===== config.mk =====
export PLATFORM = sky130hd
export DESIGN_NAME = rc4x_sbox
export DESIGN_NICKNAME = d
export VERILOG_FILES = /design/src/rtl/rc4x_pkg.sv /design/src/rtl/rc4x_sbox.sv
export SDC_FILE = /design/constraint.sdc
export NUM_CORES = 2
export LEC_CHECK = 0
export ABC_AREA = 0
export BUFFER_PORTS_ARGS = -buffer_cell sky130_fd_sc_hd__buf_2
export CAP_MARGIN = 20
export CELL_PAD_IN_SITES_DETAIL_PLACEMENT = 0
export CELL_PAD_IN_SITES_GLOBAL_PLACEMENT = 1
export CORE_MARGIN = 3
export CORE_UTILIZATION = 60
export CTS_CLUSTER_DIAMETER = 100
export DETAILED_ROUTE_END_ITERATION = 10
export GPL_TIMING_DRIVEN = 0
export HOLD_SLACK_MARGIN = 0.12
export PLACE_DENSITY = 0.84
export SETUP_SLACK_MARGIN = 0.02
export SKIP_CTS_REPAIR_TIMING = 1
export SYNTH_ARGS = -nofsm -noshare
export SYNTH_HDL_FRONTEND = slang
export SYNTH_SLANG_ARGS = --single-unit

===== constraint.sdc =====
create_clock -name i_clk -period 4 [get_ports i_clk]
set_input_delay 0.2 -clock i_clk [delete_from_list [all_inputs] [get_ports i_clk]]
set_output_delay 0.2 -clock i_clk [all_outputs]
set_load 0.05 [all_outputs]

===== src/rtl/rc4x_pkg.sv =====
// Shared types and constants for the RC4 masked stream cipher.
// No dependencies; used by the S-box store, the top level and the checker.
package rc4x_pkg;

    localparam int SBOX_DEPTH = 256;
    localparam int KEY_MAX    = 256;
    localparam int KCNT_W     = 9;

    typedef logic [7:0]        t_byte;
    typedef logic [KCNT_W-1:0] t_kcnt;

    localparam t_byte MASK_RESET = 8'h36;
    localparam t_kcnt KEY_FULL   = t_kcnt'(KEY_MAX);

    localparam logic CMD_KEY  = 1'b0;
    localparam logic CMD_DATA = 1'b1;

    typedef struct packed {
        logic  en;
        t_byte addr;
        t_byte data;
    } t_sbox_wr;

endpackage


===== src/rtl/rc4x_sbox.sv =====
// S-box store: 256 x 8 memory, one registered read port, one write port.
// Per-entry valid bits make unwritten entries read as their own index.
// Depends on rc4x_pkg.
module rc4x_sbox (
    input  logic               i_clk,
    input  logic               i_rst_n,
    input  logic               i_clear,
    input  rc4x_pkg::t_byte    i_rd_addr,
    input  rc4x_pkg::t_sbox_wr i_wr,
    output rc4x_pkg::t_byte    o_rd_data
);

    rc4x_pkg::t_byte                 r_mem [rc4x_pkg::SBOX_DEPTH];
    logic [rc4x_pkg::SBOX_DEPTH-1:0] r_vld;
    rc4x_pkg::t_byte                 r_rd_data;
    rc4x_pkg::t_byte                 r_rd_addr;
    logic                            r_rd_vld;

    always_ff @(posedge i_clk) begin
        if (i_wr.en) begin
            r_mem[i_wr.addr] <= i_wr.data;
        end
        r_rd_data <= r_mem[i_rd_addr];
        r_rd_addr <= i_rd_addr;
    end

    always_ff @(posedge i_clk) begin
        if (!i_rst_n) begin
            r_vld    <= '0;
            r_rd_vld <= 1'b0;
        end else begin
            r_rd_vld <= r_vld[i_rd_addr];
            if (i_clear) begin
                r_vld <= '0;
            end else if (i_wr.en) begin
                r_vld[i_wr.addr] <= 1'b1;
            end
        end
    end

    assign o_rd_data = r_rd_vld ? r_rd_data : r_rd_addr;

endmodule


Word-level counts from Yosys, hierarchy flattened
Memory sizes are Yosys's and may differ from the RTL's. A register that Yosys moved wholly into a read port is not among the register bits.
Index checks and enable logic that the tools add are counted.
{ "classes": {"magnitude_cmp": 3, "muxes": 7, "bitwise_logic": 2, "reduce_logical": 2} }
{ "op_table": {"columns": ["operator", "count"], "rows": [
  ["OR 256 bit", 1],
  ["less-than comparator 8 x 9 -> 1 bit (second input constant)", 2],
  ["binary-select mux 1 bit (select 8 bit)", 1],
  ["demux 1 bit (select 8 bit)", 1],
  ["greater-or-equal comparator 8 x 1 -> 1 bit (second input constant)", 1],
  ["2-to-1 mux 8 bit", 1],
  ["2-to-1 mux 1 bit", 4],
  ["OR reduction 2 bit", 1],
  ["logical AND 1 bit", 1],
  ["inverter 1 bit", 1]
]} }
{ "totals": {"regBits": 265, "word_cells": 18, "input_bits": 28, "mem_count": 1, "ramBits": 2048, "output_inout_bits": 8} }
{ "memory_table": {"columns": ["memory", "words", "word_bits", "rd", "rd_clocked_by_memory_dff", "wr", "line", "text"], "rows": [
  ["r_mem", 256, 8, 1, 1, 1, "rc4x_sbox.sv:13", "rc4x_pkg::t_byte r_mem [rc4x_pkg::SBOX_DEPTH];"]
]} }

Longest topological paths before layout
{ "logic_depth": {"word_depth": 5, "depth_mapped": 13, "depth_no_buf": 7} }

Worst setup path before layout
OpenSTA, ideal clock, no wires.
{ "synth_path": {"path_type": "input to register", "start": "input i_rd_addr[0]", "end": "register r_rd_vld", "stages": 9, "arrival_time_ns": 2.232, "path_buffers": 3, "setup_ns": 0.117, "required_ns": 3.883, "setup_slack_ns": 1.652, "cell_sequence": "buf_6 buf_6 buf_4 mux4_2 mux4_2 or3_1 nand4b_1 a211oi_1 a22o_1"} }
{ "synth_between": {"elab_chain_cells": 2} }
{ "synth_rtl": {"columns": ["element", "line", "text"], "rows": [
  ["start, declared", "rc4x_sbox.sv:8", "input rc4x_pkg::t_byte i_rd_addr,"],
  ["binary-select mux 1 bit (select 8 bit)", "rc4x_sbox.sv:32", "r_rd_vld <= r_vld[i_rd_addr];"],
  ["2-to-1 mux 1 bit (implied by the code)", "rc4x_sbox.sv:32", null],
  ["end signal, assigned", "rc4x_sbox.sv:32", null],
  ["end, declared", "rc4x_sbox.sv:17", "logic r_rd_vld;"]
]} }
Every way passes these cells. The select of a mux whose other input is x is not followed.
A chain may end at the register's enable or synchronous reset.

==> metrics.txt <==
PortBufs 30; H-tree depth 4; type of the most critical hold path input pin to flip-flop; clock tree buffer depth 3; Slew Viols, Final 0; static leakage 31.70 nW; Data arrival, critical path 4640 ps; Layout Utilization 68.51%; post-synthesis instance area 0.08904 mm^2; Netlist cell types 44; Reg area 0.06696 mm^2; Setup Skew 51.47 ps; DRC 0; FMAX 253.5 MHz; DRT Wirelength 252.1 mm; register area share after synthesis 75.21%; critical path fanouts, max 10; clock root buffer clkbuf_16; Setup Crit Path Kind input pin to flip-flop; R2R cell count 5; main flop type after synthesis edfxtp_1; initial core utilization 60.80%; FF-to-FF setup slack 1100 ps; initial antenna violation count 19; Vias per Instance 6.956; number of global-route vias before repair 46660; # setup viols final 0; Async SR Flop Fraction 0%; pin count of the biggest net entering global routing 161; total die area 0.1531 mm^2; Syn Inst Count 4373; Max stage delay on crit path 610 ps; I/O pin cnt 36; post-route cell area 0.1003 mm^2; RR Endpoint r_rd_data[7]$_DFF_P_; via count 47808; Rel. slew slack 6.360%; fin crit period 3944 ps; Period Utilization, post-route 98.60%; multi-input logic area 0.02070 mm^2; RSZ-0062 raised after global routing false; Area growth syn-to-layout 12.68%; maximum VDD drop 463.3 uV; Core ar. 0.1464 mm^2; largest area contributor in the netlist edfxtp_1; share of the synthesized area in the top cell type 69.07%; most used cell, CP buf_2; Critical Path, Cell by Cell buf_2 -> buf_2 -> buf_4 -> buf_4 -> buf_4 -> buf_2 -> buf_2 -> mux4_2 -> mux2i_1 -> a22oi_1 -> nand4_1 -> nor4b_2; GR Util All Layers 33.45%; synthesized area per cell 20.36 um^2; fillers 8967; worst setup path end r_rd_data[3]$_DFF_P_; Worst-path clk slew 60 ps; ANT nets after route 0; share of layout cells above drive strength 1 26.29%; Final #Nets 4786; grt ovf 0; YS warnings 0; status complete, no violations; clock insertion delay at the later pin of the skew report 860 ps; drt first pass iters 7; Syn Nets 4401; die width 391.2 um; CP required 4700 ps; DP Area 0.09266 mm^2; CTS Sinks 2321; CP Launch Point i_rd_addr[1]; num rows 140; Placer Congestion 1.009; Slowest cell on crit path nor4b_2; Max Cap Violations 0; final hold vios 0; Seq cells post-synth 2321; die height 391.2 um; leading post-synthesis cells by cell area edfxtp_1 69%, mux4_2 17%, dfxtp_1 6.1%, nor2_1 3.1%, mux2i_1 1.1%; CTS tree yes; worst-margin pin slew 1405 ps; WL/cell 36.68 um; number of synthesized flops with an enable pin 2048; Initial DRC Count 7676; reg2reg start r_mem[239][7]$_DFFE_PP_; CTS Buf Count 216; CP Capture Type flip-flop; first-pass GRT wire length 352.1 mm; Pwr Density 490.7 mW/mm^2; CP Launch Type input pin; Detailed Place HPWL 164.2 mm
[how the worst min path moves through the flow]
stage                            start                 endpoint  cells after the start
after floorplan           i_rd_addr[0]     r_rd_addr[0]$_DFF_P_                      0
after global placement    i_rd_addr[6]     r_rd_addr[6]$_DFF_P_                      1
after detailed placement  i_rd_addr[6]     r_rd_addr[6]$_DFF_P_                      1
after CTS                 i_rd_addr[6]     r_rd_addr[6]$_DFF_P_                      1
after global routing      i_rd_addr[1]     r_rd_addr[1]$_DFF_P_                      2
final                         i_wr[10]  r_vld[156]$_SDFFE_PP0P_                      5
[stage by stage]
step | hold slack (ps) | power, mW | TNS [ps] | worst slack [ps] | instances
6_report | 90.84 | 49.23 | 0 | 55.83 | 6873
3_5_place_dp | 387.8 | 29.39 | -5696 | -989.3 | 6394
4_1_cts | -531.7 | 49.20 | -227.5 | -150.4 | 6798
5_1_grt | 105.0 | 50.29 | 0 | 124.9 | 6861
2_1_floorplan | 227.7 | 28.25 | 0 | 1652 | 4373
3_3_place_gp | 403.8 | 29.37 | -198170 | -1138 | 6320
[synth_stat cells (all sizes together), types with 8 or more instances]
library cell  instances
a21oi                11
a22oi                34
buf                 149
clkbuf              101
dfxtp               273
edfxtp             2048
mux2                 12
mux2i                99
mux4                659
nand2                45
nand3                32
nand4                17
nor2                728
nor2b                10
nor4b                 8
o21ba                29
o221ai               13
o22ai                54
or4                  10
[area by class of cell]
type	count	share of cell area, %
Antenna cell	12	0.02993
Buffer	250	1.404
Clock buffer	284	5.886
Clock inverter	120	1.056
Inverter	5	0.01871
Multi-Input combinational cell	1797	20.63
Sequential cell	2321	66.74
Tap cell	1917	2.391
Timing Repair Buffer	167	1.842
[per-layer routing]
metal / track usage [%] / vias up / share of wire [%]
li1: - / 18538 / -
met1: 46.54 / 24930 / 36
met2: 49.95 / 3670 / 46
met3: 9.597 / 664 / 13
met4: 15.39 / 6 / 5.2
met5: 0 / - / 0.016
[kinds of logic (layout without fill, tap and decap cells)]
| family | Yosys count | count (layout) | synth area share (%) |
|---|---|---|---|
| mux | 770 | 770 | 17.93 |
| flops | 2321 | 2321 | 75.21 |
| buf+inv | 255 | 826 | 1.601 |
| compound gates | 155 | 155 | 1.300 |
| other cells | 0 | 12 | 0 |
| simple gates | 872 | 872 | 3.960 |
[power breakdown]
group	internal (mW)	leakage, nW	switching (mW)
clock network	11.3	3.40	8.94
registers	26.4	20.6	0.0209
logic	0.905	7.69	1.65
total	38.6	31.7	10.6
[cell usage in the layout (no fill, tap or decap), types with 14 or more instances in the layout]
cell type and n:
edfxtp_1 2048, nor2_1 726, mux4_2 659, dfxtp_1 273
clkbuf_16 220, clkbuf_1 148, mux2i_1 99, buf_2 96
buf_6 87, buf_4 58, o22ai_1 54, clkinv_1 50
nand2_1 45, a22oi_1 34, clkinv_2 33, nand3_1 32
o21ba_2 29, clkbuf_8 25, dlygate4sd3_1 22, buf_8 20
nand4_1 17, bufinv_16 14
[critical path, delay by kind of cell]
kind,cells,cell delay (ps)
buffers and inverters,7,2440
and+or+nand+nor,2,1130
AOI/OAI and AO/OA,1,440
muxes,2,370
[sequential cells by signal, indices dropped and copies added (netlist names)]
register,flops
r_mem,2048
r_vld,256
r_rd_addr,8
r_rd_data,8
r_rd_vld,1
(Power assumes the default switching activity.)
